### config.mk
export PLATFORM = sky130hd
export DESIGN_NAME = http_request_line_parser
export DESIGN_NICKNAME = d
export VERILOG_FILES = /design/src/rtl/hrlp_pkg.sv /design/src/rtl/hrlp_parse.sv /design/src/rtl/hrlp_out_queue.sv /design/src/rtl/http_request_line_parser.sv
export SDC_FILE = /design/constraint.sdc
export NUM_CORES = 1
export LEC_CHECK = 0
export ABC_AREA = 1
export ABC_CLOCK_PERIOD_IN_PS = 5200
export BUFFER_PORTS_ARGS = -buffer_cell sky130_fd_sc_hd__buf_4
export CAP_MARGIN = 20
export CORE_ASPECT_RATIO = 1.4
export CORE_MARGIN = 2
export CORE_UTILIZATION = 38
export DETAILED_ROUTE_END_ITERATION = 8
export PLACE_DENSITY = 0.54
export RECOVER_POWER = 100
export SLEW_MARGIN = 0
export SYNTH_ARGS = -nofsm -noshare
export SYNTH_HDL_FRONTEND = slang
export SYNTH_HIERARCHICAL = 1
export SYNTH_SLANG_ARGS = --single-unit
### constraint.sdc
create_clock -name clk -period 5.2 [get_ports clk]
set_input_delay 0.78 -clock clk [delete_from_list [all_inputs] [get_ports clk]]
set_output_delay 0.78 -clock clk [all_outputs]
set_load 0.01 [all_outputs]
### src/rtl/hrlp_pkg.sv
// hrlp_pkg: types, codes and name tables shared by the request line parser
// depends on nothing; imported by every module of the parser
`timescale 1ns / 1ps

package hrlp_pkg;

  localparam logic [6:0] URI_MAX    = 7'd64;
  localparam logic [7:0] CH_SPACE   = 8'h20;
  localparam logic [7:0] CH_CR      = 8'h0D;
  localparam logic [7:0] CH_LF      = 8'h0A;
  localparam int         N_METH     = 8;
  localparam int         N_PROTO    = 2;
  localparam logic [3:0] PROTO_LEN  = 4'd8;
  localparam logic [3:0] POS_MAX    = 4'd15;

  localparam logic       KIND_URI      = 1'b0;
  localparam logic       KIND_SUMMARY  = 1'b1;
  localparam logic [3:0] METH_UNKNOWN  = 4'd8;
  localparam logic [1:0] PROTO_UNKNOWN = 2'd2;

  typedef enum logic [1:0] {
    PH_METHOD,
    PH_URI,
    PH_PROTO,
    PH_DONE
  } phase_t;

  typedef struct packed {
    logic [7:0] byte_in;
    logic       request_end;
  } req_t;

  typedef struct packed {
    logic       kind;
    logic [7:0] uri_byte;
    logic [5:0] uri_index;
    logic [3:0] method_code;
    logic [1:0] protocol_code;
    logic [6:0] uri_length;
    logic       uri_too_long;
    logic       bad_request;
  } res_t;

  function automatic logic [3:0] meth_len(input logic [2:0] idx);
    logic [3:0] len;
    unique case (idx)
      3'd0:    len = 4'd7;
      3'd1:    len = 4'd3;
      3'd2:    len = 4'd4;
      3'd3:    len = 4'd4;
      3'd4:    len = 4'd3;
      3'd5:    len = 4'd6;
      3'd6:    len = 4'd5;
      default: len = 4'd7;
    endcase
    return len;
  endfunction

  // names left-justified in 7 bytes, tail padded with zeros
  function automatic logic [7:0] meth_char(input logic [2:0] idx, input logic [3:0] pos);
    logic [55:0] name;
    logic [55:0] shifted;
    unique case (idx)
      3'd0:    name = "OPTIONS";
      3'd1:    name = {"GET", 32'd0};
      3'd2:    name = {"HEAD", 24'd0};
      3'd3:    name = {"POST", 24'd0};
      3'd4:    name = {"PUT", 32'd0};
      3'd5:    name = {"DELETE", 8'd0};
      3'd6:    name = {"TRACE", 16'd0};
      default: name = "CONNECT";
    endcase
    shifted = name << {pos, 3'b000};
    return shifted[55:48];
  endfunction

  function automatic logic [7:0] proto_char(input logic idx, input logic [3:0] pos);
    logic [63:0] name;
    logic [63:0] shifted;
    name    = idx ? "HTTP/1.1" : "HTTP/1.0";
    shifted = name << {pos, 3'b000};
    return shifted[63:56];
  endfunction

endpackage

### src/rtl/hrlp_parse.sv
// hrlp_parse: request line state and the combinational step for one request byte
// depends on hrlp_pkg
`timescale 1ns / 1ps

module hrlp_parse (
  input  logic          clk,
  input  logic          rst,
  input  logic          step,
  input  hrlp_pkg::req_t item,
  output logic          push,
  output hrlp_pkg::res_t result
);
  import hrlp_pkg::*;

  phase_t     phase, phase_next;
  logic [7:0] mcand, mcand_next;
  logic [3:0] mpos, mpos_next;
  logic [6:0] ucnt, ucnt_next;
  logic       tl, tl_next;
  logic [1:0] pcand, pcand_next;
  logic [3:0] ppos, ppos_next;

  logic       eol;
  logic       is_space;
  logic       uri_full;
  logic       tl_eff;
  logic       uri_out;
  logic [3:0] mc;
  logic [1:0] pc;

  assign eol      = (item.byte_in == CH_CR) || (item.byte_in == CH_LF);
  assign is_space = (item.byte_in == CH_SPACE);
  assign uri_full = (ucnt >= URI_MAX);

  // next state
  always_comb begin
    phase_next = phase;
    mcand_next = mcand;
    mpos_next  = mpos;
    ucnt_next  = ucnt;
    tl_next    = tl;
    pcand_next = pcand;
    ppos_next  = ppos;
    if (item.request_end) begin
      phase_next = PH_METHOD;
      mcand_next = '1;
      mpos_next  = '0;
      ucnt_next  = '0;
      tl_next    = 1'b0;
      pcand_next = '1;
      ppos_next  = '0;
    end else begin
      unique case (phase)
        PH_METHOD: begin
          if (eol) begin
            phase_next = PH_DONE;
          end else if (is_space) begin
            phase_next = PH_URI;
          end else begin
            for (int i = 0; i < N_METH; i++) begin
              mcand_next[i] = mcand[i] && (mpos < meth_len(3'(i)))
                              && (meth_char(3'(i), mpos) == item.byte_in);
            end
            if (mpos != POS_MAX) mpos_next = mpos + 4'd1;
          end
        end
        PH_URI: begin
          if (eol) begin
            if (uri_full) tl_next = 1'b1;
            phase_next = PH_DONE;
          end else if (is_space) begin
            phase_next = PH_PROTO;
          end else if (!uri_full) begin
            ucnt_next = ucnt + 7'd1;
          end else begin
            tl_next = 1'b1;
          end
        end
        PH_PROTO: begin
          if (eol) begin
            phase_next = PH_DONE;
          end else begin
            for (int i = 0; i < N_PROTO; i++) begin
              pcand_next[i] = pcand[i] && (ppos < PROTO_LEN)
                              && (proto_char(1'(i), ppos) == item.byte_in);
            end
            if (ppos != POS_MAX) ppos_next = ppos + 4'd1;
          end
        end
        PH_DONE: ;
        default: ;
      endcase
    end
  end

  // summary fields, lowest matching table entry wins
  always_comb begin
    mc = METH_UNKNOWN;
    for (int i = N_METH - 1; i >= 0; i--) begin
      if (mcand[i] && (mpos == meth_len(3'(i)))) mc = {1'b0, 3'(i)};
    end
    pc = PROTO_UNKNOWN;
    if (ppos == PROTO_LEN) begin
      if (pcand[1]) pc = 2'd1;
      if (pcand[0]) pc = 2'd0;
    end
  end

  assign tl_eff  = tl || ((phase == PH_URI) && uri_full);
  assign uri_out = !item.request_end && (phase == PH_URI) && !eol && !is_space && !uri_full;

  // outputs
  always_comb begin
    result = '0;
    if (item.request_end) begin
      push = step && (phase != PH_DONE);
    end else begin
      push = step && (uri_out || (eol && (phase != PH_DONE)));
    end
    if (uri_out) begin
      result.kind      = KIND_URI;
      result.uri_byte  = item.byte_in;
      result.uri_index = ucnt[5:0];
    end else begin
      result.kind          = KIND_SUMMARY;
      result.method_code   = mc;
      result.protocol_code = pc;
      result.uri_length    = ucnt;
      result.uri_too_long  = tl_eff;
      result.bad_request   = (mc == METH_UNKNOWN) || (pc == PROTO_UNKNOWN) || tl_eff;
    end
  end

  always_ff @(posedge clk) begin
    if (rst) begin
      phase <= PH_METHOD;
      mcand <= '1;
      mpos  <= '0;
      ucnt  <= '0;
      tl    <= 1'b0;
      pcand <= '1;
      ppos  <= '0;
    end else if (step) begin
      phase <= phase_next;
      mcand <= mcand_next;
      mpos  <= mpos_next;
      ucnt  <= ucnt_next;
      tl    <= tl_next;
      pcand <= pcand_next;
      ppos  <= ppos_next;
    end
  end

  a_end_resets: assert property (@(posedge clk) disable iff (rst)
    step && item.request_end |=> (phase == PH_METHOD) && (ucnt == 7'd0) && (mpos == 4'd0))
    else $error("request end did not return parser to method field");

  a_uri_bound: assert property (@(posedge clk) disable iff (rst)
    push && (result.kind == KIND_URI) |-> (ucnt < URI_MAX) && (phase == PH_URI))
    else $error("uri byte emitted beyond uri limit");

  a_done_quiet: assert property (@(posedge clk) disable iff (rst)
    step && (phase == PH_DONE) && !item.request_end |-> !push)
    else $error("result emitted after the request line was finished");

endmodule

### src/rtl/hrlp_out_queue.sv
// hrlp_out_queue: two-entry result queue between the parser and the result port
// depends on hrlp_pkg
`timescale 1ns / 1ps

module hrlp_out_queue (
  input  logic           clk,
  input  logic           rst,
  input  logic           push,
  input  hrlp_pkg::res_t din,
  output logic           space,
  output logic           valid,
  input  logic           stall,
  output hrlp_pkg::res_t dout
);
  import hrlp_pkg::*;

  res_t       slot0;
  res_t       slot1;
  logic [1:0] cnt, cnt_next;
  logic       pop;

  // space depends on occupancy only, so no path from the result stall to input
  assign space = (cnt != 2'd2);
  assign valid = (cnt != 2'd0);
  assign dout  = slot0;
  assign pop   = valid && !stall;

  always_comb begin
    cnt_next = cnt;
    if (push && !pop) cnt_next = cnt + 2'd1;
    else if (pop && !push) cnt_next = cnt - 2'd1;
  end

  always_ff @(posedge clk) begin
    if (rst) begin
      cnt <= 2'd0;
    end else begin
      cnt <= cnt_next;
    end
  end

  always_ff @(posedge clk) begin
    if (pop) begin
      if (push && (cnt == 2'd1)) slot0 <= din;
      else slot0 <= slot1;
      if (push && (cnt == 2'd2)) slot1 <= din;
    end else if (push) begin
      if (cnt == 2'd0) slot0 <= din;
      else slot1 <= din;
    end
  end

  a_no_overflow: assert property (@(posedge clk) disable iff (rst)
    push |-> space || pop)
    else $error("result pushed into a full queue");

  a_count_range: assert property (@(posedge clk) disable iff (rst)
    1'b1 |-> cnt != 2'd3)
    else $error("queue occupancy out of range");

  a_count_track: assert property (@(posedge clk) disable iff (rst)
    push && !pop |=> cnt == $past(cnt) + 2'd1)
    else $error("queue occupancy lost a push");

endmodule

### src/rtl/http_request_line_parser.sv
// Takes one request byte per cycle on the req channel and returns uri bytes and one
// summary per request line on the res channel. A request is accepted every cycle while
// the two-entry result queue has room; it is held in the input register, parsed against
// the method and protocol name tables once the queue has room, and any result goes through
// the queue to res. Stalls on res back up through the queue and the input register.
// depends on hrlp_pkg, hrlp_parse, hrlp_out_queue
`timescale 1ns / 1ps

module http_request_line_parser (
  input  logic           clk,
  input  logic           rst,
  input  logic           req_valid,
  output logic           req_stall,
  input  hrlp_pkg::req_t req,
  output logic           res_valid,
  input  logic           res_stall,
  output hrlp_pkg::res_t res
);
  import hrlp_pkg::*;

  logic v1;
  req_t item1;
  logic space;
  logic step;
  logic push;
  res_t result;

  assign step      = v1 && space;
  assign req_stall = v1 && !space;

  always_ff @(posedge clk) begin
    if (rst) begin
      v1 <= 1'b0;
    end else if (!req_stall) begin
      v1 <= req_valid;
    end
  end

  always_ff @(posedge clk) begin
    if (req_valid && !req_stall) item1 <= req;
  end

  hrlp_parse u_parse (
    .clk    (clk),
    .rst    (rst),
    .step   (step),
    .item   (item1),
    .push   (push),
    .result (result)
  );

  hrlp_out_queue u_queue (
    .clk   (clk),
    .rst   (rst),
    .push  (push),
    .din   (result),
    .space (space),
    .valid (res_valid),
    .stall (res_stall),
    .dout  (res)
  );

endmodule

-- After elaboration in Yosys (flattened, before gate mapping)
Cells that the tools add are included.
- bits in latches: 0
- output and inout bits: 32
- bits in registers: 100
- memories: 0
- bits in writable memories: 0
- bits in read-only memories: 0
- bitwise logic cells: 0
- div/mod/pow operators: 0
- reductions and logical operators: 79
- $mul: 0
- add/subtract/negate cells: 5
- magnitude comparators: 7
- equal/unequal tests: 38
- shift operators: 10
- mux-type cells: 110
- operators with widths (operator ; number):
    2-to-1 mux 56 bit ; 32
    << shifter 56 x 7 -> 56 bit ; 8
    2-to-1 mux 30 bit ; 8
    2-to-1 mux 4 bit ; 37
    << shifter 63 x 7 -> 64 bit, first input constant ; 2
    equality test 8 bit ; 10
    logical AND 1 bit ; 44
    2-to-1 mux 7 bit ; 5
    2-to-1 mux 8 bit ; 4
    2-to-1 mux 2 bit ; 14
    less-than comparator 4 bit ; 5
    nonzero test 2 bit ; 9
    equality test 4 x 3 -> 1 bit, second input constant ; 4
    equality test 8 x 4 -> 1 bit, second input constant ; 2
    2-to-1 mux 15 bit ; 1
    AND reduction 5 bit ; 3
    2-to-1 mux 14 bit ; 1
    != test 2 bit, second input constant ; 6
    logical NOT 1 bit ; 9
    AND reduction 3 bit ; 3
    adder 4 x 1 -> 4 bit, second input constant ; 2
    equality test 4 bit, second input constant ; 2
    equality test 8 x 6 -> 1 bit, second input constant ; 1
    != test 4 x 2 -> 1 bit, second input constant ; 2
    18 further kinds ; 35

-- Depth between registers and ports, before layout
Gate-level depths: netlist of run 1.
- depth in word-level cells: 17
- gate-level depth with buffers: 15
- depth with buffers taken out: 14

-- Hierarchy
The synthesis of run 1 kept the hierarchy.
- by module, submodules not included (module ; area each (µm²) ; times used ; cells an instance):
    hrlp_parse ; 3360.7 ; 1 ; 554
    hrlp_out_queue ; 2479.9 ; 1 ; 192
    http_request_line_parser ; 326.6 ; 1 ; 18

-- Worst setup path before layout of run 1
OpenSTA, ideal clock, no wires.
- path type: reg-to-reg
- from: reg item1[7] (netlist name)
- to: reg u_queue.slot0, in the netlist u_queue/dout[0], enable pin
- arrival time: 3.536 ns
- path buffers: 0
- cell stages (with the launch flop): 11
- setup slack: 1.206 ns
- cells stage by stage: edfxtp_1 inv_2 nand2_4 nor2_4 nand2_4 nand2_1 inv_1 nor2_1 o21a_1 inv_1 o21ai_0
- cells in the longest elaborated chain, start to end: 11
- ends and longest elaborated chain (item ; RTL line ; text):
    start, declared ; http_request_line_parser.sv:22 ; req_t item1;
    start signal, assigned ; http_request_line_parser.sv:40 ; if (req_valid && !req_stall) item1 <= req;
    equality test 8 x 4 -> 1 bit ; hrlp_parse.sv:31 ; assign eol = (item.byte_in == CH_CR) || (item.byte_in == CH_LF);
    logical OR 1 bit ; hrlp_parse.sv:31 ;
    logical NOT 1 bit ; hrlp_parse.sv:110 ; assign uri_out = !item.request_end && (phase == PH_URI) && !eol && !is_space && !uri_full;
    logical AND 1 bit (3 in a row) ; hrlp_parse.sv:110 ;
    logical OR 1 bit (*) ; hrlp_parse.sv:118 ; push = step && (uri_out || (eol && (phase != PH_DONE)));
    logical AND 1 bit (*) ; hrlp_parse.sv:118 ;
    2-to-1 mux 1 bit (*) ; hrlp_parse.sv:115 ; if (item.request_end) begin
    net push ; http_request_line_parser.sv:25 ; logic push;
    nonzero test 2 bit (no line) (*) ; -- ;
    AND reduction 2 bit (no line) (*) ; -- ;
    end signal, assigned ; hrlp_out_queue.sv:44 ; if (push && (cnt == 2'd1)) slot0 <= din;
    end signal, assigned ; hrlp_out_queue.sv:45 ; else slot0 <= slot1;
    end signal, assigned ; hrlp_out_queue.sv:48 ; if (cnt == 2'd0) slot0 <= din;
    end, declared ; hrlp_out_queue.sv:17 ; res_t slot0;
The timed path passes the listed nets; every way through them passes the cells marked *.
A chain may end at the register's enable or synchronous reset.

-- Final worst setup path of run 1
- from: reg item1[1] (netlist name)
- to: reg u_queue/slot1[7] (netlist name), enable pin
- cells in the longest elaborated chain, start to end: 12
- ends and longest elaborated chain (item ; RTL line ; text):
    equality test 8 x 4 -> 1 bit ; hrlp_parse.sv:31 ;
    logical OR 1 bit ; hrlp_parse.sv:31 ;
    logical NOT 1 bit ; hrlp_parse.sv:110 ;
    logical AND 1 bit (3 in a row) ; hrlp_parse.sv:110 ;
    logical OR 1 bit (*) ; hrlp_parse.sv:118 ;
    logical AND 1 bit (*) ; hrlp_parse.sv:118 ;
    2-to-1 mux 1 bit (*) ; hrlp_parse.sv:115 ;
    net push ; http_request_line_parser.sv:25 ;
    logical AND 1 bit ; hrlp_out_queue.sv:46 ; if (push && (cnt == 2'd2)) slot1 <= din;
    != test 2 bit (no line) ; -- ;
    AND reduction 3 bit (no line) (*) ; -- ;
    end signal, assigned ; hrlp_out_queue.sv:46 ;
    end signal, assigned ; hrlp_out_queue.sv:49 ; else slot1 <= din;
    end, declared ; hrlp_out_queue.sv:18 ; res_t slot1;
Marks and branches as above.

==> summary.txt, run 1 <==
Worst hold margin - 0.4501 ns
Final setup fails - 0
Sequential cell area - 2693 sq um
Multi-input gate area in the final layout - 2795 sq um
Data required time at the worst endpoint - 5.24 ns
Worst IR drop on VDD - 0.1532 mV
Net count after synthesis - 800
Max-slew violation count - 0
Sink Count - 100
Worst setup path startpoint - item1[1]
Count of nets after finishing - 830
Number of cell rows - 55
Setup Buffers After CTS - 0
FILL cells - 1678
Number of top-level pins - 45
Seq cells post-synth - 100
ANT nets after route - 0
Final number of hold-violating endpoints - 0
Standard cell with the maximum stage delay on the critical path - sky130_fd_sc_hd__edfxtp_1
Average routed wire per standard cell - 15.18 microns
IO buf count - 44
Fraction of the cycle the final worst path needs - 0.7518
Clock insertion delay at the later pin of the skew report - 0.35 ns
Actual slew at the worst max-slew pin - 0.9670 ns
Number of warnings issued by yosys - 6
Count leader, synth - sky130_fd_sc_hd__nand2_1
Layout-stage area growth over the synthesis result - 7.324%
Hold_buf cts - 0
Cell variety after synth - 41
Via count - 5026
Proportion of synthesized flip-flops having asynchronous set or reset - 0
Detailed-placement wirelength estimate - 11.42 mm
Initial core utilization - 0.3846
Clock transition at the register clock pins on the worst setup and hold paths after CTS - 0.08 ns
DIE HEIGHT - 154.7 microns
Leakage Power - 0.002958 uW
Number of gates resized after CTS - 0
Die X-Extent - 111.7 microns
Number of flops mapped to enable cells by yosys - 69
Headroom to the max-slew limit - 0.3529
Placed insts - 981
Worst reg2reg path startpoint - item1[1]
Post-synthesis sequential area ratio - 0.4366
Data arrival, critical path - 3.95 ns
Clock period minus worst slack - 3.910 ns
Overall Power - 2445 uW
Final-layout setup total negative slack - 0 ns
Detailed-route DRC error count - 0
Fin cells - 998
Tightest Hold Check Type - flip-flop to flip-flop
RePlAce Congestion - 0.9057
Top post-synthesis cells by area - sky130_fd_sc_hd__edfxtp_1 (34%), sky130_fd_sc_hd__nand2_1 (14%), sky130_fd_sc_hd__dfxtp_1 (10%), sky130_fd_sc_hd__nand3_1 (7.8%), sky130_fd_sc_hd__ha_1 (4.7%)
Max-Cap Viols - 0
Library cell used as clock root buffer - sky130_fd_sc_hd__clkbuf_16
Num CTS Buffers - 9
Crit Path Category - flip-flop to flip-flop
Worst Setup End Kind - flip-flop
Critical path launch point type - flip-flop
Via count of the first global-routing pass - 4869
Hold path start - u_parse/mcand[1]
Total overflow reported by the global router - 0
Core Util, Final - 0.4128
Yosys top cell area share - 0.3360
Setup repair after global routing missed its margin - no
Violation count after the first detailed-routing iteration - 358
Biggest area consumer among synthesized cells - sky130_fd_sc_hd__edfxtp_1
Synthesized area divided by synthesized cell count - 8.072 sq um
Total routing resource utilization after global routing - 0.1769
Global-route wire length before repair - 24.65 mm
Cell seen most often among critical-path stages - sky130_fd_sc_hd__inv_1
Number of antenna diodes - 0
Critical path peak fanout - 29
Die ar. - 17280 sq um
Critical path cell sequence - clkinvlp_2, nand3_1, nand2_1, nand2_1, nand4_4, inv_1, o21a_1, inv_1, ha_1, nor2_1, o21ai_0, inv_1, buf_16
Outcome - finished clean
Cell types with the highest counts after synthesis - sky130_fd_sc_hd__nand2_1 (223), sky130_fd_sc_hd__nand3_1 (96), sky130_fd_sc_hd__nor2_1 (74)
Core area - 16030 sq um
Initial antenna violation count - 0
Delay contributed by the slowest stage of the critical path - 0.64 ns
Maximum number of pins on one net before global-route repair - 33
Drt total wl - 15.15 mm
Timing-limited maximum frequency - 0.2558 GHz
Post-route clock skew - 0.01178 ns
Cell Area, Synth - 6167 sq um
Maximum buffer depth of the clock tree - 2
Number of levels the H-tree was split into - 3
Via-to-Cell Ratio - 5.036
Cell count after synthesis - 764
Power per Cell Area - 369.4 nW/um^2
Layout cells sized above 1 - 0.09387
Top_reg_cell synth - sky130_fd_sc_hd__edfxtp_1
Clock tree from TritonCTS - yes
1st-pass router iterations - 5
## stage by stage
step / setup slack (ns) / area (sq um)
finish: 1.290 / 6619
global route: 0.9104 / 6619
CTS: 1.439 / 6817
detailed placement: 1.483 / 6530
global placement: 1.556 / 6530
floorplan: 1.206 / 6167
## flip-flops by register name, summed over array words and instances, names as in the netlist
| signal | count |
|---|---|
| u_parse/pcand | 2 |
| u_parse/mpos | 4 |
| u_queue/dout | 30 |
| u_queue/cnt | 2 |
| u_parse/mcand | 8 |
| u_parse/ucnt | 7 |
| u_parse/phase | 2 |
| v1 | 1 |
| u_parse/tl | 1 |
| u_parse/ppos | 4 |
| u_queue/slot1 | 30 |
| item1 | 9 |
## where the power goes
group	switching (uW)	total [uW]	internal, uW
combinational	483	702	218
sequential	69.8	1090	1020
clock	319	654	336
total	872	2440	1570
## cell usage in the layout (no fill, tap or decap), types with 2 or more instances in the layout
master	synthesis	routed
sky130_fd_sc_hd__nand2_1	223	230
sky130_fd_sc_hd__nand3_1	96	97
sky130_fd_sc_hd__nor2_1	74	85
sky130_fd_sc_hd__inv_1	72	77
sky130_fd_sc_hd__edfxtp_1	69	69
sky130_fd_sc_hd__clkbuf_1	3	33
sky130_fd_sc_hd__dfxtp_1	31	31
sky130_fd_sc_hd__ha_1	23	23
sky130_fd_sc_hd__o21ai_0	17	19
sky130_fd_sc_hd__a21oi_1	15	16
sky130_fd_sc_hd__xor2_1	15	15
sky130_fd_sc_hd__clkbuf_16	0	9
sky130_fd_sc_hd__clkbuf_4	0	9
sky130_fd_sc_hd__nand2_2	11	7
sky130_fd_sc_hd__nand4_1	6	7
sky130_fd_sc_hd__nor2_2	16	6
sky130_fd_sc_hd__a21oi_2	7	6
sky130_fd_sc_hd__buf_4	7	5
sky130_fd_sc_hd__inv_2	11	5
sky130_fd_sc_hd__clkinv_4	0	4
sky130_fd_sc_hd__nand2_4	6	4
sky130_fd_sc_hd__nor2_4	5	4
sky130_fd_sc_hd__nor3_1	4	4
sky130_fd_sc_hd__o21ai_1	6	4
sky130_fd_sc_hd__a31oi_1	3	3
sky130_fd_sc_hd__inv_8	0	2
sky130_fd_sc_hd__inv_4	3	2
sky130_fd_sc_hd__nor2_8	2	2
sky130_fd_sc_hd__nand2_8	3	2
sky130_fd_sc_hd__o21ai_2	2	2
sky130_fd_sc_hd__o211ai_1	2	2
sky130_fd_sc_hd__xnor2_1	2	2
## critical path, delay by kind of cell, from the launching register on
kind	cells	cell delay (ns)
compound gates	2	0.28
simple gates	5	1.10
buf+inv	5	1.35
fa+ha+maj	1	0.20
flops	1	0.64
## area by class of cell
type	count	area share
Clock buffer	10	0.03459
Clock inverter	6	0.008696
Inverter	87	0.05104
Multi-Input combinational cell	548	0.4223
Sequential cell	100	0.4068
Tap cell	199	0.03762
Timing Repair Buffer	48	0.03894
## path summary, 6_finish.rpt
| kind | depth (start not counted) | slack [ns] | end |
|---|---|---|---|
| max | 13 | 1.29 | u_queue/slot1[7] |
| min | 2 | 0.45 | u_parse/mcand[1] |
| max reg2reg | 13 | 1.29 | u_queue/slot1[7] |
| min reg2reg | 2 | 0.45 | u_parse/mcand[1] |
## cell families after synthesis
family / after synthesis / share of synthesized area
AO/OA/AOI/OAI: 55 / 0.05295
XOR/XNOR: 17 / 0.02414
flip-flops: 100 / 0.4366
buffers and inverters: 116 / 0.09434
AND/OR/NAND/NOR: 453 / 0.3453
adder cells (fa/ha/maj): 23 / 0.04666
## layer usage
layer | vias to the layer above | global-route usage | routed length, microns
met1 | 2315 | 0.2084 | 6219
met3 | 27 | 0.02586 | 662
met5 | - | 0 | 0
met2 | 158 | 0.3264 | 7924
met4 | 0 | 0.05996 | 346
li1 | 2526 | - | -
Note: power is estimated with default switching activity, not from simulation.
==> inputs of run 2 (changes only) <==
Settings changed: ABC_AREA 1 to 0, ABC_CLOCK_PERIOD_IN_PS 5200 to 3200, PLACE_DENSITY 0.54 to 0.56.
Clock period 5.2 ns to 3.2 ns, I/O delays scaled along.
==> run 2 against run 1 <==
- setup slack lost 1.0 ns
- first-iteration DRC count shrank 9.8%
- area after synthesis shrank 10%
- worst hold slack lost 0.13 ns
- sequential cell count is the same
- core utilization grew 2.3 points
- clock skew is essentially flat
- total power grew 66%
- largest cell class is now registers
- highest routed layer unchanged
==> summary.txt, run 2 <==
Number of levels the H-tree was split into - 3 (unchanged)
Placed cell area - 6122 sq um (-6.2%)
Number of antenna diodes - 0 (unchanged)
Die ar. - 15530 sq um (-10%)
Leakage Power - 0.002202 uW (-26%)
Headroom to the max-slew limit - 0.1195 (-0.2335)
Crit-path leading delay family - simple AND/OR/NAND/NOR gates
Setup Buffers After CTS - 0 (unchanged)
Die X-Extent - 105.9 microns (-5.2%)
Cell variety after synth - 67 (+63%)
Layout cells sized above 1 - 0.1536 (+0.05970)
Overall Power - 4052 uW (+66%)
Top library cells by usage in the layout, fill and taps aside - sky130_fd_sc_hd__edfxtp_1 (69), sky130_fd_sc_hd__nor2_1 (51), sky130_fd_sc_hd__clkbuf_1 (33)
Number of gates resized after CTS - 0 (unchanged)
Post-synthesis sequential area ratio - 0.4873 (+0.05072)
Outcome - finished clean
WHS Endpoint - item1[5]
Number of flops mapped to enable cells by yosys - 69 (unchanged)
Worst flop-to-flop path endpoint - u_queue/slot1[26]
Critical path launch point type - flip-flop
Clock tree from TritonCTS - yes
Layout-stage area growth over the synthesis result - 12.95%
Seq cells post-synth - 100 (unchanged)
Maximum number of pins on one net before global-route repair - 31 (-6.1%)
Max-slew violation count - 0 (unchanged)
Top post-synthesis cells by area - sky130_fd_sc_hd__edfxtp_1 (38%), sky130_fd_sc_hd__dfxtp_1 (11%), sky130_fd_sc_hd__mux2_2 (5.7%), sky130_fd_sc_hd__ha_1 (5.2%), sky130_fd_sc_hd__nor2_1 (3.5%)
Average routed wire per standard cell - 17.11 microns (+13%)
Clock transition at the register clock pins on the worst setup and hold paths after CTS - 0.08 ns (about the same)
Data arrival, critical path - 2.96 ns (-0.99 ns)
Portion of total power attributed to the clock network - 0.285 (+0.017)
Cell internal pwr - 2760 uW (+75%)
Most common cell after layout, fill and taps aside - sky130_fd_sc_hd__edfxtp_1
Share of total power in combinational logic - 0.281 (-0.006)
Cell Area, Synth - 5525 sq um (-10%)
Power per Cell Area - 649.2 nW/um^2 (+76%)
Final number of hold-violating endpoints - 0 (unchanged)
Sequential fraction of design power - 0.433 (-0.012)
Max-Cap Viols - 0 (unchanged)
Delay contributed by the slowest stage of the critical path - 0.56 ns (-0.08 ns)
Worst reg2reg path startpoint - item1[7]
DIE HEIGHT - 146.7 microns (-5.2%)
Net count after synthesis - 550 (-31%)
Crit Path Category - flip-flop to flip-flop
Fraction of the cycle the final worst path needs - 0.9110 (+0.1591)
Total overflow reported by the global router - 0 (unchanged)
Sw Ratio - 0.3189 (-0.03776)
Drt total wl - 12.82 mm (-15%)
Top_reg_cell synth - sky130_fd_sc_hd__edfxtp_1
Combined buffer and inverter count along the critical path - 2 (-3)
RePlAce Congestion - 0.9356 (+3.3%)
Core Util, Final - 0.4360 (+0.02322)
Detailed-placement wirelength estimate - 9.097 mm (-20%)
Synthesized area divided by synthesized cell count - 10.75 sq um (+33%)
Setup repair after global routing missed its margin - no
Total routing resource utilization after global routing - 0.1700 (-0.006907)
Actual slew at the worst max-slew pin - 1.321 ns (+0.3538 ns)
Yosys top cell area share - 0.3750 (+0.03903)
Standard cell with the maximum stage delay on the critical path - sky130_fd_sc_hd__edfxtp_1
Number of cell rows - 52 (-5.5%)
Clock period minus worst slack - 2.915 ns (-0.9945 ns)
Library cell used as clock root buffer - sky130_fd_sc_hd__clkbuf_16
Clock insertion delay at the later pin of the skew report - 0.35 ns (about the same)
Post-route clock skew - 0.01164 ns (-0.0001378 ns)
Worst IR drop on VDD - 0.2631 mV (+72%)
Core area - 14310 sq um (-11%)
Initial antenna violation count - 0 (unchanged)
Via count - 4088 (-19%)
FILL cells - 1410 (-16%)
Worst Setup End Kind - flip-flop
Maximum buffer depth of the clock tree - 2 (unchanged)
Fin cells - 749 (-25%)
ANT nets after route - 0 (unchanged)
Num CTS Buffers - 9 (unchanged)
Detailed-route DRC error count - 0 (unchanged)
Timing-limited maximum frequency - 0.3430 GHz (+34%)
Violation count after the first detailed-routing iteration - 323 (-9.8%)
Final setup fails - 0 (unchanged)
Count leader, synth - sky130_fd_sc_hd__edfxtp_1
IO buf count - 44 (unchanged)
Proportion of synthesized flip-flops having asynchronous set or reset - 0 (unchanged)
Global-route wire length before repair - 21.02 mm (-15%)
Sink Count - 100 (unchanged)
Final-layout setup total negative slack - 0 ns (unchanged)
Slack of the worst reg-to-reg path - 0.28 ns (-1.01 ns)
Number of warnings issued by yosys - 6 (unchanged)
Via-to-Cell Ratio - 5.458 (+8.4%)
Count of nets after finishing - 591 (-29%)
Hold path start - req[5]
Initial core utilization - 0.3860 (+0.001387)
Data required time at the worst endpoint - 3.24 ns (-2.00 ns)
Number of top-level pins - 45 (unchanged)
R2r worst-path depth - 9 (-4)
Critical path peak fanout - 30 (+3.4%)
Placed insts - 733 (-25%)
Critical path cell sequence - nor3b_1, o211ai_1, a21oi_1, nor2_1, nor2_2, inv_1, ha_1, nor3_1, buf_12
Via count of the first global-routing pass - 4064 (-17%)
Hold path depth - 1 (-1)
Finished layout cell area - 6241 sq um (-5.7%)
Biggest area consumer among synthesized cells - sky130_fd_sc_hd__edfxtp_1
Hold_buf cts - 0 (unchanged)
1st-pass router iterations - 4 (-1)
Switching power of the nets - 1292 uW (+48%)
Cell types with the highest counts after synthesis - sky130_fd_sc_hd__edfxtp_1 (69), sky130_fd_sc_hd__nor2_1 (52), sky130_fd_sc_hd__dfxtp_1 (31)
Tightest Hold Check Type - input pin to flip-flop
Cell count after synthesis - 514 (-33%)
==> run 2: cell count changes in the layout (fill, tap and decap cells not counted), sizes merged, moves of 7 or more <==
cell    change
buf        +12
nor2b      +11
inv        -61
o21ai       -7
mux2i       +8
nor2       -45
xnor2      +16
mux2       +30
nand2     -221
nand2b      +7
or3         +8
and2       +12
nand3      -88
==> run 2: worst max path at each step <==
stage	startpoint	endpoint	slack (ns)	cells past startpoint
after floorplan	item1[1]	u_queue/slot1[0]	0.02	10
after global placement	item1[7]	u_queue/dout[23]	0.51	8
after detailed placement	item1[7]	u_queue/slot1[21]	0.38	9
after CTS	item1[7]	u_queue/slot1[12]	0.35	9
after global routing	item1[7]	u_queue/slot1[26]	0.09	9
final	item1[7]	u_queue/slot1[26]	0.28	9
==> run 2: kinds of logic after synthesis <==
kind of cell	count (synthesis)	share of synthesized area
and+or+nand+nor	166	0.1610
AOI/OAI and AO/OA	104	0.1332
muxes	38	0.07563
adders and majority gates	23	0.05208
DFF	100	0.4873
buffers and inverters	54	0.04484
xor gates and xnor gates	29	0.04597
==> run 2: per-layer routing <==
metal,vias up,part of all wire,GRT usage,wire [microns]
met2,106,0.51,0.2990,6556
met3,26,0.042,0.02723,536
met5,-,0,0,0
met1,1992,0.42,0.2070,5398
li1,1964,-,-,-
met4,0,0.025,0.06579,324
==> run 2: power by group through the flow <==
stage	clock [uW]	combinational, uW	sequential, uW
5_1_grt	1230	1260	1780
6_report	1160	1140	1760
2_1_floorplan	0	817	1830
3_5_place_dp	0	1310	1790
3_3_place_gp	0	1280	1790
4_1_cts	1180	1310	1760
==> run 2: layout make-up <==
cell class / instances / area (sq um) / share of cell area
repair buffers: 61 / 359.1 / 0.05754
multi-input cells: 360 / 2549 / 0.4084
flip-flops and latches: 100 / 2693 / 0.4314
inverters: 23 / 86.33 / 0.01383
well taps: 189 / 236.5 / 0.03789
clock inverters: 7 / 92.59 / 0.01484
clock buffers: 9 / 225.2 / 0.03609
==> run 2: through the flow <==
stage / hold WS [ns] / setup WS, ns
floorplan: 0.4411 / 0.01722
global placement: 0.4604 / 0.5109
detailed placement: 0.4752 / 0.3765
CTS: 0.2905 / 0.3510
global route: 0.3200 / 0.08608
finish: 0.3229 / 0.2849
==> inputs of run 3 (changes only) <==
--- a/config.mk
+++ b/config.mk
@@ -20,3 +20,2 @@
 export SYNTH_HDL_FRONTEND = slang
-export SYNTH_HIERARCHICAL = 1
 export SYNTH_SLANG_ARGS = --single-unit
--- a/constraint.sdc
+++ b/constraint.sdc
@@ -3,2 +3,2 @@
 set_output_delay 0.48 -clock clk [all_outputs]
-set_load 0.01 [all_outputs]
+set_load 0.1 [all_outputs]
==> run 3 against run 2 <==
- critical path depth decreased by 3
- worst hold slack about the same
- area after synthesis increased by 1.2%
- clock skew decreased by 0.0014 ns
- combinational power increased by 61%
- core utilization decreased by 0.74 points
- synthesized cell count increased by 0.39%
- setup slack improved by 0.026 ns
- highest routed layer unchanged
==> summary.txt, run 3 <==
Outcome - finished clean
Cell variety after synth - 67 (unchanged)
Average routed wire per standard cell - 17.42 microns (+1.8%)
Cell count after synthesis - 516 (+0.39%)
Via count of the first global-routing pass - 3904 (-3.9%)
Timing-limited maximum frequency - 0.3462 GHz (+0.91%)
Count of nets after finishing - 585 (-1.0%)
Max-Cap Viols - 0 (unchanged)
Fin cells - 745 (-0.53%)
Core area - 14440 sq um (+0.91%)
Clock transition at the register clock pins on the worst setup and hold paths after CTS - 0.07 ns (about the same)
Via count - 4025 (-1.5%)
Yosys top cell area share - 0.3705 (-0.004530)
Data arrival, critical path - 2.99 ns (+0.03 ns)
Worst IR drop on VDD - 0.4771 mV (+81%)
Sink Count - 100 (unchanged)
Via-to-Cell Ratio - 5.403 (-1.0%)
Count leader, synth - sky130_fd_sc_hd__edfxtp_1
Cell Area, Synth - 5593 sq um (+1.2%)
Top_reg_cell synth - sky130_fd_sc_hd__edfxtp_1
Power per Cell Area - 753.8 nW/um^2 (+16%)
Violation count after the first detailed-routing iteration - 142 (-56%)
Number of warnings issued by yosys - 0 (-6)
Total overflow reported by the global router - 0 (unchanged)
1st-pass router iterations - 5 (+1)
Layout cells sized above 1 - 0.08993 (-0.06364)
Final-layout setup total negative slack - 0 ns (unchanged)
Fraction of the cycle the final worst path needs - 0.9028 (-0.008211)
ANT nets after route - 0 (unchanged)
Die ar. - 15720 sq um (+1.2%)
Net count after synthesis - 550 (unchanged)
Setup repair after global routing missed its margin - no
Crit Path Category - flip-flop to flip-flop
Post-route clock skew - 0.01020 ns (-0.001439 ns)
Clock tree from TritonCTS - yes
Final number of hold-violating endpoints - 0 (unchanged)
Max-slew violation count - 0 (unchanged)
Finished layout cell area - 6191 sq um (-0.80%)
Number of cell rows - 52 (unchanged)
Initial core utilization - 0.3872 (+0.001200)
Number of gates resized after CTS - 0 (unchanged)
Seq cells post-synth - 100 (unchanged)
Clock period minus worst slack - 2.889 ns (-0.02628 ns)
Proportion of synthesized flip-flops having asynchronous set or reset - 0 (unchanged)
Cell types with the highest counts after synthesis - sky130_fd_sc_hd__edfxtp_1 (69), sky130_fd_sc_hd__a21oi_1 (34), sky130_fd_sc_hd__dfxtp_1 (31), sky130_fd_sc_hd__nor2_1 (31), sky130_fd_sc_hd__o21ai_0 (30)
Top library cells by usage in the layout, fill and taps aside - sky130_fd_sc_hd__edfxtp_1 (69), sky130_fd_sc_hd__clkbuf_1 (36), sky130_fd_sc_hd__a21oi_1 (34)
Hold_buf cts - 0 (unchanged)
Placed cell area - 6170 sq um (+0.78%)
RePlAce Congestion - 0.8588 (-8.2%)
Maximum number of pins on one net before global-route repair - 31 (unchanged)
Number of levels the H-tree was split into - 3 (unchanged)
Clock insertion delay at the later pin of the skew report - 0.35 ns (about the same)
DIE HEIGHT - 147.5 microns (+0.59%)
Detailed-placement wirelength estimate - 9.284 mm (+2.1%)
Layout-stage area growth over the synthesis result - 10.69%
Total routing resource utilization after global routing - 0.1708 (+0.0008326)
Data required time at the worst endpoint - 3.31 ns (+0.07 ns)
Number of top-level pins - 45 (unchanged)
Leakage Power - 0.002167 uW (-1.6%)
Library cell used as clock root buffer - sky130_fd_sc_hd__clkbuf_16
Placed insts - 729 (-0.55%)
Biggest area consumer among synthesized cells - sky130_fd_sc_hd__edfxtp_1
Top post-synthesis cells by area - sky130_fd_sc_hd__edfxtp_1 (37%), sky130_fd_sc_hd__dfxtp_1 (11%), sky130_fd_sc_hd__mux2_4 (7.8%), sky130_fd_sc_hd__ha_1 (4.7%), sky130_fd_sc_hd__a21oi_1 (3.0%)
Tightest Hold Check Type - input pin to flip-flop
Synthesized area divided by synthesized cell count - 10.84 sq um (+0.83%)
Number of antenna diodes - 0 (unchanged)
Post-synthesis sequential area ratio - 0.4814 (-0.005887)
Actual slew at the worst max-slew pin - 1.190 ns (-0.1312 ns)
Die X-Extent - 106.5 microns (+0.59%)
Overall Power - 4667 uW (+15%)
Setup Buffers After CTS - 0 (unchanged)
Num CTS Buffers - 9 (unchanged)
Maximum buffer depth of the clock tree - 2 (unchanged)
Critical path launch point type - flip-flop
Drt total wl - 12.98 mm (+1.3%)
Initial antenna violation count - 0 (unchanged)
IO buf count - 44 (unchanged)
Multi-input gate area in the final layout - 2537 sq um (-0.44%)
Critical path peak fanout - 18 (-40%)
Headroom to the max-slew limit - 0.2103 (+0.09085)
Final setup fails - 0 (unchanged)
FILL cells - 1457 (+3.3%)
Worst Setup End Kind - flip-flop
Number of flops mapped to enable cells by yosys - 69 (unchanged)
Global-route wire length before repair - 20.96 mm (-0.33%)
Sequential cell area - 2693 sq um (unchanged)
Most common cell after layout, fill and taps aside - sky130_fd_sc_hd__edfxtp_1
Detailed-route DRC error count - 0 (unchanged)
[run 3: cell types whose count changed after synthesis, moves of 7 or more]
cell	change
sky130_fd_sc_hd__mux2_4	+29
sky130_fd_sc_hd__mux2_2	-27
sky130_fd_sc_hd__o21ai_0	+12
sky130_fd_sc_hd__and2_1	+7
sky130_fd_sc_hd__nor2_1	-21
sky130_fd_sc_hd__a21oi_1	+8
sky130_fd_sc_hd__clkbuf_1	+9
[run 3: kinds of logic after synthesis]
family                   count (synthesis)  synth area share
AO/OA/AOI/OAI                          119            0.1389
XOR/XNOR                                22           0.03445
adder cells (fa/ha/maj)                 21           0.04698
buffers and inverters                   59           0.04608
flip-flops                             100            0.4814
multiplexers                            32           0.08345
AND/OR/NAND/NOR                        163            0.1687
[run 3: area by class of cell]
| class | instances | area share |
|---|---|---|
| clock buffers | 10 | 0.03860 |
| clock inverters | 6 | 0.008690 |
| inverters | 23 | 0.01475 |
| multi-input cells | 357 | 0.4099 |
| flip-flops and latches | 100 | 0.4349 |
| well taps | 189 | 0.03820 |
| repair buffers | 60 | 0.05497 |
[run 3: worst paths after layout]
kind | slack [ns] | cells past startpoint | startpoint | end
hold reg to reg | 0.47 | 2 | u_parse.ucnt[0] | u_parse.ucnt[0]
setup reg to reg | 0.31 | 6 | item1[1] | u_queue.dout[25]
hold / removal | 0.32 | 1 | req[3] | item1[3]
setup / recovery | 0.31 | 6 | item1[1] | u_queue.dout[25]
[run 3: metrics by stage]
stage            util  hold WS [ns]  setup slack (ns)
2_1_floorplan       -        0.4386           0.01599
3_3_place_gp   0.4271        0.4562            0.4816
3_5_place_dp   0.4271        0.4642            0.4113
6_report       0.4286        0.3229            0.3112
4_1_cts        0.4474        0.2917            0.4023
5_1_grt        0.4286        0.3095           0.07383
[run 3: worst max-delay path: stages, from the launching register on]
cell and delay, ns:
sky130_fd_sc_hd__edfxtp_1 0.51, sky130_fd_sc_hd__or4_1 0.59, sky130_fd_sc_hd__or2_0 0.27, sky130_fd_sc_hd__and4_1 0.25
sky130_fd_sc_hd__clkbuf_1 0.35, sky130_fd_sc_hd__and2_0 0.36, sky130_fd_sc_hd__mux2_1 0.32
[run 3: where the power goes]
| part | internal [uW] | switching [uW] | total (uW) |
|---|---|---|---|
| clock network | 563 | 520 | 1080 |
| logic | 344 | 1500 | 1840 |
| registers | 1650 | 86.3 | 1740 |
| total | 2560 | 2110 | 4670 |
[run 3: layer usage]
layer / wire, microns / GRT usage / share of wire / up-vias
li1: - / - / - / 1971
met1: 5767 / 0.2132 / 0.44 / 1952
met2: 6467 / 0.2917 / 0.50 / 83
met3: 446 / 0.02072 / 0.034 / 19
met4: 298 / 0.08312 / 0.023 / 0
met5: 0 / 0 / 0 / -
